[config.mk]
export PLATFORM = sky130hd
export DESIGN_NAME = two_level_thread_scheduler
export DESIGN_NICKNAME = d
export VERILOG_FILES = /design/src/hw/rtl/tlts_pkg.sv /design/src/hw/rtl/two_level_thread_scheduler.sv
export VERILOG_INCLUDE_DIRS = /design/src /design/src/hw/rtl
export SDC_FILE = /design/constraint.sdc
export NUM_CORES = 1
export LEC_CHECK = 0
export ABC_AREA = 1
export BUFFER_PORTS_ARGS = -buffer_cell sky130_fd_sc_hd__buf_2
export CORE_MARGIN = 2
export CORE_UTILIZATION = 51
export DETAILED_ROUTE_END_ITERATION = 8
export HOLD_SLACK_MARGIN = 0.12
export PLACE_DENSITY_LB_ADDON = 0.08
export REMOVE_ABC_BUFFERS = 1
export SYNTH_ARGS = -nofsm -noshare
export SYNTH_HDL_FRONTEND = slang
export SYNTH_SLANG_ARGS = --single-unit
[constraint.sdc]
create_clock -name clk -period 4.14 [get_ports clk]
set_input_delay 0.414 -clock clk [delete_from_list [all_inputs] [get_ports clk]]
set_output_delay 0.414 -clock clk [all_outputs]
set_load 0.02 [all_outputs]
[src/hw/rtl/two_level_thread_scheduler_defines.svh]
// ----------------------------------------------------------------------------
// Assertion macros for the two-level thread scheduler
// Immediate-implication and next-cycle checks on a clock with synchronous reset.
// ----------------------------------------------------------------------------
`ifndef TWO_LEVEL_THREAD_SCHEDULER_DEFINES_SVH
`define TWO_LEVEL_THREAD_SCHEDULER_DEFINES_SVH

// Check that a condition implies another in the same cycle
`define TLTS_ASSERT_SAME(label, clock, reset, cond, prop) \
  label: assert property (@(posedge clock) disable iff (reset) (cond) |-> (prop)) \
    else $error("scheduler check failed: same-cycle implication");

// Check that a condition implies another in the following cycle
`define TLTS_ASSERT_NEXT(label, clock, reset, cond, prop) \
  label: assert property (@(posedge clock) disable iff (reset) (cond) |=> (prop)) \
    else $error("scheduler check failed: next-cycle implication");

`endif

[src/hw/rtl/tlts_pkg.sv]
// ----------------------------------------------------------------------------
// tlts_pkg
// Shared types and constants of the two-level thread scheduler.
// ----------------------------------------------------------------------------
`timescale 1ns / 1ps
`default_nettype none

package tlts_pkg;

  // Default number of thread slots
  localparam int MAX_THREADS_DEF = 16;

  // Quantum length after reset
  localparam logic [7:0] QUANTUM_RESET = 8'd10;

  // Command codes
  localparam logic [1:0] OP_CREATE = 2'd0;
  localparam logic [1:0] OP_TICK   = 2'd1;
  localparam logic [1:0] OP_EXIT   = 2'd2;
  localparam logic [1:0] OP_SET    = 2'd3;

  // One command
  typedef struct packed {
    logic [1:0] op;
    logic       priority_high;
  } in_t;

  // One result
  typedef struct packed {
    logic [3:0] running_thread;
    logic       running_is_high;
    logic [3:0] new_thread;
    logic       create_failed;
    logic       switched;
    logic       all_done;
  } out_t;

endpackage

`default_nettype wire

[src/hw/rtl/two_level_thread_scheduler.sv]
// Sequencing: a command accepted in idle is latched, then worked out in the execute state,
// which registers the result and strobe. No new command is taken until the block is idle
//   again; busy is high in the execute state.
// Reset: synchronous, clears all control state; slot 0 runs, quantum is 10 ticks.
// The result is a one-cycle strobe and cannot be held off by the receiver.
// ----------------------------------------------------------------------------
// two_level_thread_scheduler
// Slot table with high and low FIFOs of thread ids in memory, round-robin quantum.
// ----------------------------------------------------------------------------
`timescale 1ns / 1ps
`default_nettype none
`include "two_level_thread_scheduler_defines.svh"

module two_level_thread_scheduler #(
  parameter int MAX_THREADS = tlts_pkg::MAX_THREADS_DEF
) (
  input  wire logic           clk,
  input  wire logic           rst,
  input  wire logic           start,
  output logic                busy,
  input  wire tlts_pkg::in_t  cmd,
  output logic                result_valid,
  output tlts_pkg::out_t      result,
  input  wire logic           cfg_valid,
  output logic                cfg_ready,
  input  wire logic [7:0]     cfg_data
);

  localparam int TID_W = $clog2(MAX_THREADS);
  localparam int CNT_W = $clog2(MAX_THREADS + 1);

  typedef enum logic {
    ST_IDLE,
    ST_EXEC
  } state_t;

  state_t state;

  // Control registers
  logic [7:0]             quantum_length;
  logic [MAX_THREADS-1:0] slot_busy, slot_busy_next;
  logic [MAX_THREADS-1:0] slot_high, slot_high_next;
  logic [TID_W-1:0]       high_head, high_head_next, high_tail, high_tail_next;
  logic [TID_W-1:0]       low_head, low_head_next, low_tail, low_tail_next;
  logic [CNT_W-1:0]       high_count, high_count_next, low_count, low_count_next;
  logic [TID_W-1:0]       running_id, running_id_next;
  logic [7:0]             ticks_left, ticks_left_next;
  logic                   finished, finished_next;

  // Latched command
  tlts_pkg::in_t          cmd_q;

  // Queue memories and registered head reads
  logic [TID_W-1:0] high_mem [MAX_THREADS];
  logic [TID_W-1:0] low_mem  [MAX_THREADS];
  logic [TID_W-1:0] high_rd, low_rd;

  logic             high_we, low_we;
  logic [TID_W-1:0] high_wdata, low_wdata;

  // Free slot search
  logic             free_found;
  logic [TID_W-1:0] free_idx;

  // Result assembly
  tlts_pkg::out_t   res_next;
  logic [TID_W-1:0] new_id;
  logic             failed, sw;
  logic [7:0]       reload, ticks_dec;
  logic [TID_W+3:0] run_ext, new_ext;

  function automatic logic [TID_W-1:0] wrap_inc(input logic [TID_W-1:0] p);
    return (p == TID_W'(MAX_THREADS - 1)) ? '0 : p + 1'b1;
  endfunction

  assign busy      = (state != ST_IDLE);
  assign cfg_ready = 1'b1;
  assign reload    = (quantum_length == 8'd0) ? 8'd1 : quantum_length;
  assign ticks_dec = ticks_left - {7'd0, (ticks_left != 8'd0)};

  // Find the lowest free slot
  always_comb begin
    free_found = 1'b0;
    free_idx   = '0;
    for (int i = MAX_THREADS - 1; i >= 0; i--) begin
      if (!slot_busy[i]) begin
        free_found = 1'b1;
        free_idx   = TID_W'(i);
      end
    end
  end

  // Work out the command against the current state
  always_comb begin
    slot_busy_next  = slot_busy;
    slot_high_next  = slot_high;
    high_head_next  = high_head;
    high_tail_next  = high_tail;
    high_count_next = high_count;
    low_head_next   = low_head;
    low_tail_next   = low_tail;
    low_count_next  = low_count;
    running_id_next = running_id;
    ticks_left_next = ticks_left;
    finished_next   = finished;
    high_we         = 1'b0;
    low_we          = 1'b0;
    high_wdata      = free_idx;
    low_wdata       = running_id;
    new_id          = '0;
    failed          = 1'b0;
    sw              = 1'b0;
    if (!finished) begin
      case (cmd_q.op)
        tlts_pkg::OP_CREATE: begin
          if (!free_found) begin
            failed = 1'b1;
          end else begin
            slot_busy_next[free_idx] = 1'b1;
            slot_high_next[free_idx] = cmd_q.priority_high;
            new_id                   = free_idx;
            if (cmd_q.priority_high) begin
              if (high_count < CNT_W'(MAX_THREADS)) begin
                high_we         = 1'b1;
                high_wdata      = free_idx;
                high_tail_next  = wrap_inc(high_tail);
                high_count_next = high_count + 1'b1;
              end
            end else if (low_count < CNT_W'(MAX_THREADS)) begin
              low_we         = 1'b1;
              low_wdata      = free_idx;
              low_tail_next  = wrap_inc(low_tail);
              low_count_next = low_count + 1'b1;
            end
          end
        end
        tlts_pkg::OP_TICK: begin
          if (!slot_high[running_id]) begin
            ticks_left_next = ticks_dec;
            if (high_count != '0 || ticks_dec == 8'd0) begin
              ticks_left_next = reload;
              if (high_count != '0) begin
                running_id_next = high_rd;
                high_head_next  = wrap_inc(high_head);
                high_count_next = high_count - 1'b1;
                sw              = 1'b1;
                if (low_count < CNT_W'(MAX_THREADS)) begin
                  low_we         = 1'b1;
                  low_tail_next  = wrap_inc(low_tail);
                  low_count_next = low_count + 1'b1;
                end
              end else if (low_count != '0) begin
                // Rotate: pop the head and push the runner, count stays
                running_id_next = low_rd;
                low_head_next   = wrap_inc(low_head);
                low_we          = 1'b1;
                low_tail_next   = wrap_inc(low_tail);
                sw              = 1'b1;
              end
            end
          end
        end
        tlts_pkg::OP_EXIT: begin
          slot_busy_next[running_id] = 1'b0;
          if (high_count != '0) begin
            running_id_next = high_rd;
            high_head_next  = wrap_inc(high_head);
            high_count_next = high_count - 1'b1;
            ticks_left_next = reload;
            sw              = 1'b1;
          end else if (low_count != '0) begin
            running_id_next = low_rd;
            low_head_next   = wrap_inc(low_head);
            low_count_next  = low_count - 1'b1;
            ticks_left_next = reload;
            sw              = 1'b1;
          end else begin
            finished_next = 1'b1;
          end
        end
        tlts_pkg::OP_SET: begin
          slot_high_next[running_id] = cmd_q.priority_high;
        end
        default: begin
        end
      endcase
    end

    // Report ids masked to the four result bits
    run_ext                  = {4'd0, running_id_next};
    new_ext                  = {4'd0, new_id};
    res_next.running_thread  = run_ext[3:0];
    res_next.running_is_high = slot_high_next[running_id_next];
    res_next.new_thread      = new_ext[3:0];
    res_next.create_failed   = failed;
    res_next.switched        = sw;
    res_next.all_done        = finished_next;
  end

  // Write back queue entries
  always_ff @(posedge clk) begin
    if (state == ST_EXEC && high_we) begin
      high_mem[high_tail] <= high_wdata;
    end
  end

  always_ff @(posedge clk) begin
    if (state == ST_EXEC && low_we) begin
      low_mem[low_tail] <= low_wdata;
    end
  end

  // Read queue heads every cycle
  always_ff @(posedge clk) begin
    high_rd <= high_mem[high_head];
    low_rd  <= low_mem[low_head];
  end

  // Hold the quantum register
  always_ff @(posedge clk) begin
    if (rst) begin
      quantum_length <= tlts_pkg::QUANTUM_RESET;
    end else if (cfg_valid && cfg_ready) begin
      quantum_length <= cfg_data;
    end
  end

  // Latch the accepted command
  always_ff @(posedge clk) begin
    if (start && !busy) begin
      cmd_q <= cmd;
    end
  end

  // Sequence commands, commit state and strobe results
  always_ff @(posedge clk) begin
    if (rst) begin
      state        <= ST_IDLE;
      result_valid <= 1'b0;
      slot_busy    <= MAX_THREADS'(1);
      slot_high    <= '0;
      high_head    <= '0;
      high_tail    <= '0;
      high_count   <= '0;
      low_head     <= '0;
      low_tail     <= '0;
      low_count    <= '0;
      running_id   <= '0;
      ticks_left   <= tlts_pkg::QUANTUM_RESET;
      finished     <= 1'b0;
    end else begin
      result_valid <= 1'b0;
      case (state)
        ST_IDLE: begin
          if (start) begin
            state <= ST_EXEC;
          end
        end
        ST_EXEC: begin
          slot_busy    <= slot_busy_next;
          slot_high    <= slot_high_next;
          high_head    <= high_head_next;
          high_tail    <= high_tail_next;
          high_count   <= high_count_next;
          low_head     <= low_head_next;
          low_tail     <= low_tail_next;
          low_count    <= low_count_next;
          running_id   <= running_id_next;
          ticks_left   <= ticks_left_next;
          finished     <= finished_next;
          result       <= res_next;
          result_valid <= 1'b1;
          state        <= ST_IDLE;
        end
        default: begin
          state <= ST_IDLE;
        end
      endcase
    end
  end

  // Checks
  `TLTS_ASSERT_NEXT(a_accept_busy, clk, rst, start && !busy, busy && !result_valid)
  `TLTS_ASSERT_SAME(a_strobe_idle, clk, rst, result_valid, !busy)
  `TLTS_ASSERT_SAME(a_fail_no_id, clk, rst, result_valid && result.create_failed, result.new_thread == 4'd0)
  `TLTS_ASSERT_SAME(a_queue_bound, clk, rst, 1'b1, ({1'b0, high_count} + {1'b0, low_count}) < (CNT_W + 1)'(MAX_THREADS))

endmodule

`default_nettype wire

Word level (Yosys, flattened, before mapping)
Memory sizes are Yosys's and may differ from the RTL's. A register that Yosys moved wholly into a read port is not among the register bits.
Cells that the tools add are included.
Widths: inputs -> output; s select.
{ "op_classes": {"magnitude_cmp": 7, "mux": 131, "n_reduce_logical": 27, "n_addsub": 9, "eq_ne": 18, "bitwise_logic": 8} }
{ "ops": {"columns": ["op", "n"], "rows": [
  ["$mux 4", 44],
  ["$mux 5", 14],
  ["$pmux 16 s2", 2],
  ["$mux 16", 3],
  ["$mux 1", 47],
  ["$mux 8", 5],
  ["$bwmux 16", 2],
  ["$pmux 4 s2", 4],
  ["$pmux 5 s3", 2],
  ["$ne 2x2->1 const B", 9],
  ["$add 4x1->4 const B", 4],
  ["$and 16x16->16", 1],
  ["$eq 4x4->1 const B", 4],
  ["$logic_not 8->1", 2],
  ["$not 16->16", 1],
  ["$or 16x16->16", 1],
  ["$pmux 8 s2", 1],
  ["$reduce_and 8->1", 2],
  ["$lt 4x5->1 const B", 3],
  ["$add 5x1->5 const B", 2],
  ["$lt 5x5->1 const B", 2],
  ["$reduce_and 10->1", 1],
  ["$reduce_and 5->1", 2],
  ["$reduce_bool 5->1", 2],
  ["other kinds (22)", 40]
]} }
{ "word_totals": {"ram_bits": 128, "memories": 2, "output_inout_bits": 15, "ff_bits": 96, "wordCells": 224, "inputBits": 15} }
{ "mem_list": {"columns": ["name", "words", "width", "read_ports", "rd_ports_with_merged_regs", "write_ports", "line", "rtl"], "rows": [
  ["high_mem", 16, 4, 1, 1, 1, "two_level_thread_scheduler.sv:54", "logic [TID_W-1:0] high_mem [MAX_THREADS];"],
  ["low_mem", 16, 4, 1, 1, 1, "two_level_thread_scheduler.sv:55", "logic [TID_W-1:0] low_mem [MAX_THREADS];"]
]} }

Depth between registers and ports, before layout
{ "depth": {"depth_word": 26, "ltp_mapped": 26, "ltp_nobuf": 26} }

Least setup slack after synthesis
OpenSTA, ideal clock, no wires.
{ "synth_timing": {"path_type": "reg2reg", "startpoint": "reg ticks_left[2]", "endpoint": "reg result[7] (netlist bit) (data pin)", "synth_period_minus_slack_ns": 2.911, "setup_ns": 0.252, "arrival_time_ns": 2.659, "slack_ns": 1.229, "required_ns": 3.888, "path_stages_with_launch": 20, "n_path_buf": 0, "cell_sequence": "dfxtp_1 -> nor4_2 -> nand3_1 -> ha_1 -> ha_1 -> xor2_1 -> nor4_1 -> nand3b_1 -> nand2_1 -> nand2_4 -> o21ai_4 -> nand2_1 -> nand2_4 -> inv_4 -> nand3_2 -> nand2_1 -> a21oi_1 -> nand2_1 -> nand3_1 -> nand2_1"} }
{ "synth_rtl": {"columns": ["item", "line", "rtl"], "rows": [
  ["start: declaration", "two_level_thread_scheduler.sv:47", "logic [7:0] ticks_left, ticks_left_next;"],
  ["start signal: assignment", "two_level_thread_scheduler.sv:249", "ticks_left <= tlts_pkg::QUANTUM_RESET;"],
  ["start signal: assignment", "two_level_thread_scheduler.sv:269", "ticks_left <= ticks_left_next;"],
  ["end signal: assignment", "two_level_thread_scheduler.sv:271", "result <= res_next;"],
  ["end: declaration", "two_level_thread_scheduler.sv:23", "output tlts_pkg::out_t result,"]
]} }

Worst setup path after layout
{ "layout_timing": {"startpoint": "reg ticks_left[2]", "endpoint": "mem low_mem[5][0] (netlist bit) (enable)"} }
{ "layout_via": {"elab_chain_cells": 11} }
{ "layout_rtl": {"columns": ["item", "line", "rtl"], "rows": [
  ["$reduce_bool 8->1", "two_level_thread_scheduler.sv:79", "assign ticks_dec = ticks_left - {7'd0, (ticks_left != 8'd0)};"],
  ["$sub 8x1->8 (*)", "two_level_thread_scheduler.sv:79", null],
  ["$logic_not 8->1 (*)", "two_level_thread_scheduler.sv:140", "if (high_count != '0 || ticks_dec == 8'd0) begin"],
  ["$logic_or 1x1->1 (*)", "two_level_thread_scheduler.sv:140", null],
  ["$mux 1 (*)", "two_level_thread_scheduler.sv:140", null],
  ["$mux 1 (*)", "two_level_thread_scheduler.sv:138", "if (!slot_high[running_id]) begin"],
  ["$pmux 1 s2 (*)", "two_level_thread_scheduler.sv:114", "case (cmd_q.op)"],
  ["$mux 1 (*)", "two_level_thread_scheduler.sv:113", "if (!finished) begin"],
  ["$logic_and 1x1->1 (*)", "two_level_thread_scheduler.sv:208", "if (state == ST_EXEC && low_we) begin"],
  ["$mux 1 (*)", "two_level_thread_scheduler.sv:208", null],
  ["$mux 1 (not written as such) (*)", "two_level_thread_scheduler.sv:209", "low_mem[low_tail] <= low_wdata;"],
  ["end: declaration", "two_level_thread_scheduler.sv:55", null]
]} }
Every way passes the cells marked *; elsewhere a longest branch is shown, timed or not.

==> results.txt <==
The flow ran to the end, and the final reports show no timing, DRC or antenna violations. Once the floorplan was initialized, standard cells occupied 52.1% of the core. Between clock sinks in the finished design, the worst skew comes to 0.0136 ns. In the synthesized netlist, the cells that appear most often are sky130_fd_sc_hd__nor2_1, sky130_fd_sc_hd__nand2_1, sky130_fd_sc_hd__edfxtp_1, sky130_fd_sc_hd__inv_1, sky130_fd_sc_hd__o21ai_0. Post-route non-filler standard cell count: 1604. For the maximum clock rate, the log shows 284 MHz.

Reg-to-reg endpoint: low_mem[5][0]. After the last flow step, the layout net total stands at 1345. Buffers inserted during clock tree synthesis total 25. Relative to the synthesized area, the layout overhead comes to 11.8%. In the synthesized netlist, the number of instances is 1278.

The first routing iteration left 781 violations. For the worst setup path, the data arrival time is 3.71 ns. The tightest hold path in the finished design has a slack of 0.136 ns. The total of fill cells in the finished design was 1956; the number of distinct library cells after synthesis was 54. The critical path startpoint is ticks_left[2]. In this run the worst path has a maximum fanout of 4.

After detailed routing, the number of vias per cell comes to 5.76. The number of global-route vias before repair came out at 8954. Setup repair after global routing left no endpoint under its margin.

For this design the static power due to leakage is 4.77 nW. The most instantiated library cell after synthesis is sky130_fd_sc_hd__nor2_1. The final hold violation count is 0. In this run, post-CTS repair resized a total of 0 instances. The clock passes through at most 3 buffers.

Entering global routing, the biggest net connects 49 pins. The most used flip-flop cell after synthesis was sky130_fd_sc_hd__edfxtp_1. The count of yosys warnings during synthesis is 0. The relative max-transition margin was 25.4%; the final routed wire length divided by cell count was 18.1 um.

The number of pins exceeding their max-slew limit in the final report was 0. The row count is 54. The horizontal extent of the die was 154 um; the die area was 0.0236 mm^2.

For the final count of negative-setup-slack endpoints, the log shows 0. The logs give 1 for the initial antenna violation count and 1 for the number of levels in the clock H-tree. The worst hold path was traced through 3 stages. The die extent in y works out to 154 um.

For flop-to-flop paths, the worst setup slack is 0.62 ns. Final standard cell utilization of the core: 58.3%. Detailed-route DRC error count: 0. STA puts the critical path data required time at 4.33 ns. Counting tap cells, the placed design contains a total of 1551 instances. The final critical delay including setup and external delays was 3.52 ns. The number of register bits inferred by synthesis came out at 232. The tools report the final total negative setup slack as 0 ns.

The power density over the cells was 420 mW/mm^2; the share of the synthesized area in the top cell type was 37.6%. The sink count of the clock tree is 232. Sequential cells were found to cover 53.2% of the synthesized design area. The worst hold path class was input port to register. The average cell area after synthesis was 8.93 um^2.

Global routing finished with a remaining overflow of 0. Ranked by total cell area, the synthesized netlist is headed by sky130_fd_sc_hd__edfxtp_1, sky130_fd_sc_hd__dfxtp_1, sky130_fd_sc_hd__nor2_1. Dividing the final minimum period by the clock period gives 85.0%. The run gives 30 as the boundary pin count. The worst reg-to-reg path cell count was 15. The first global-routing pass estimated 47100 um of wire. The reported max-cap violation count was 0. Final antenna-violating net count: 0. The worst setup path is launched from a register. The maximum vdd ir drop came out at 0.325 mV. The number of I/O port buffers was 28. Summing every instance area after synthesis gives 0.0114 mm^2.

Critical register-to-register path startpoint: ticks_left[2]. For this run, the total global-route usage over all layers was measured as 24.6%. For the worst-skew pair, the clock arrives at the later sink with an insertion delay of 0.52 ns. The floorplan step defined a core boundary enclosing 0.0219 mm^2. The detailed-route wire length came out at 29000 um. The CTS root buffer is sky130_fd_sc_hd__clkbuf_16. The share of synthesized registers carrying an async set or reset was 0%; the measured slew at the worst slew-check pin was 1.12 ns. The worst setup path is of the register to register kind. The post-CTS setup repair buffer count is 0.

The tools report the beginning of the worst hold path as cfg_data[1]. TritonCTS built the clock tree. The tools report the nature of the critical path endpoint as a register.

Share of post-route cells with drive strength above 1: 9.89%. The total number of vias was 9236; the placed wire-length estimate was 19800 um. Of all cell types, the one taking the most synthesized area is sky130_fd_sc_hd__edfxtp_1.

The synthesized design contains 143 enable-type register cells. The pre-antenna-repair detailed-routing pass consisted of 5 iterations. For hold timing, the worst endpoint is quantum_length[1]. At the end of routability-driven placement, the weighted congestion stood at 0.877. Clock-pin slew was measured on the worst setup and hold paths at 0.06 ns. The run gives 0 as the number of antenna repair diodes.
## timing repair
item,CTS,global route
hold endpoints to repair,8,0
setup endpoints to repair,0,0
hold buffers,8,0
## flip-flops by register name (all words and copies together) (netlist names), 5 cells and up
signal and cells:
quantum_length 8, slot_busy 16, result 12, high_count 5, slot_high 16, ticks_left 8
low_mem 64, high_mem 64, low_count 5
## metal layers
metal / global-route usage, % / wire [um] / share of wire (%)
met1: 35.3 / 13400 / 46
met5: 0 / 12 / 0.041
met2: 38.5 / 13100 / 45
met4: 8.26 / 699 / 2.4
met3: 3.44 / 1750 / 6.0
## power by group
group	total (mW)	leakage [nW]	switching, mW	internal [mW]
sequential	2.53	2.07	0.0381	2.49
combinational	0.514	2.28	0.360	0.154
clock	2.31	0.416	0.910	1.40
## final cells by class
type	count	area [um^2]	share of cell area, %
repair buffers	52	340	2.67
well taps	280	350	2.75
clock buffers	31	668	5.24
flip-flops and latches	232	6080	47.6
multi-input cells	857	4620	36.2
inverters	138	520	4.08
clock inverters	14	184	1.44
## worst max-delay path by stage
stage	to	depth (start not counted)
after floorplan	low_mem[0][1]	9
after global placement	low_mem[5][0]	15
after detailed placement	low_mem[5][3]	15
after CTS	low_mem[5][0]	15
after global routing	low_mem[0][3]	15
final	low_mem[5][0]	15
## cell families after synthesis
group	count (synthesis)	synth area share (%)
AO/OA/AOI/OAI	293	15.6
XOR/XNOR	11	0.844
adder cells (fa/ha/maj)	24	2.76
buffers and inverters	189	6.37
flip-flops	232	53.2
multiplexers	11	0.965
other	1	0.0328
AND/OR/NAND/NOR	517	20.2
## critical path, cell delays in order (launching register included)
cell,delay [ns]
sky130_fd_sc_hd__dfxtp_1,0.35
sky130_fd_sc_hd__nor4_2,0.34
sky130_fd_sc_hd__nand3_1,0.12
sky130_fd_sc_hd__ha_1,0.23
sky130_fd_sc_hd__ha_1,0.23
sky130_fd_sc_hd__xor2_1,0.17
sky130_fd_sc_hd__nor4_1,0.32
sky130_fd_sc_hd__nand3b_1,0.15
sky130_fd_sc_hd__nand2_1,0.14
sky130_fd_sc_hd__nand2_4,0.09
sky130_fd_sc_hd__nor3_1,0.20
sky130_fd_sc_hd__a21o_1,0.15
sky130_fd_sc_hd__nand2_1,0.07
sky130_fd_sc_hd__inv_1,0.12
sky130_fd_sc_hd__nand2_1,0.18
sky130_fd_sc_hd__nor2_1,0.32
## stage by stage
stage / power [mW] / setup WS, ns / area, um^2
2_1_floorplan: 2.91 / 0.564 / 11200
4_1_cts: 5.38 / 0.678 / 12800
5_1_grt: 5.56 / 0.374 / 12800
3_3_place_gp: 3.08 / 0.768 / 11800
3_5_place_dp: 3.08 / 0.699 / 11800
6_report: 5.35 / 0.619 / 12800
## placed cells by master, fill, tap and decap left out, types with 5 or more instances in the layout
cell type,instances
sky130_fd_sc_hd__dlygate4sd3_1,8
sky130_fd_sc_hd__ha_1,22
sky130_fd_sc_hd__nor3_1,21
sky130_fd_sc_hd__o211ai_1,8
sky130_fd_sc_hd__o21ai_0,110
sky130_fd_sc_hd__inv_2,17
sky130_fd_sc_hd__xor2_1,8
sky130_fd_sc_hd__nor2_1,180
sky130_fd_sc_hd__o221ai_1,13
sky130_fd_sc_hd__and3_1,5
sky130_fd_sc_hd__o21ai_1,13
sky130_fd_sc_hd__buf_4,16
sky130_fd_sc_hd__o32ai_1,21
sky130_fd_sc_hd__nand3_1,80
sky130_fd_sc_hd__clkbuf_16,25
sky130_fd_sc_hd__buf_2,28
sky130_fd_sc_hd__inv_1,116
sky130_fd_sc_hd__edfxtp_1,143
sky130_fd_sc_hd__o22ai_1,7
sky130_fd_sc_hd__dfxtp_1,89
sky130_fd_sc_hd__clkinv_2,5
sky130_fd_sc_hd__nand4_1,27
sky130_fd_sc_hd__a211oi_1,26
sky130_fd_sc_hd__a21oi_1,74
sky130_fd_sc_hd__mux2i_1,11
sky130_fd_sc_hd__nand2_1,176
Power figures use the tool's default switching activity.
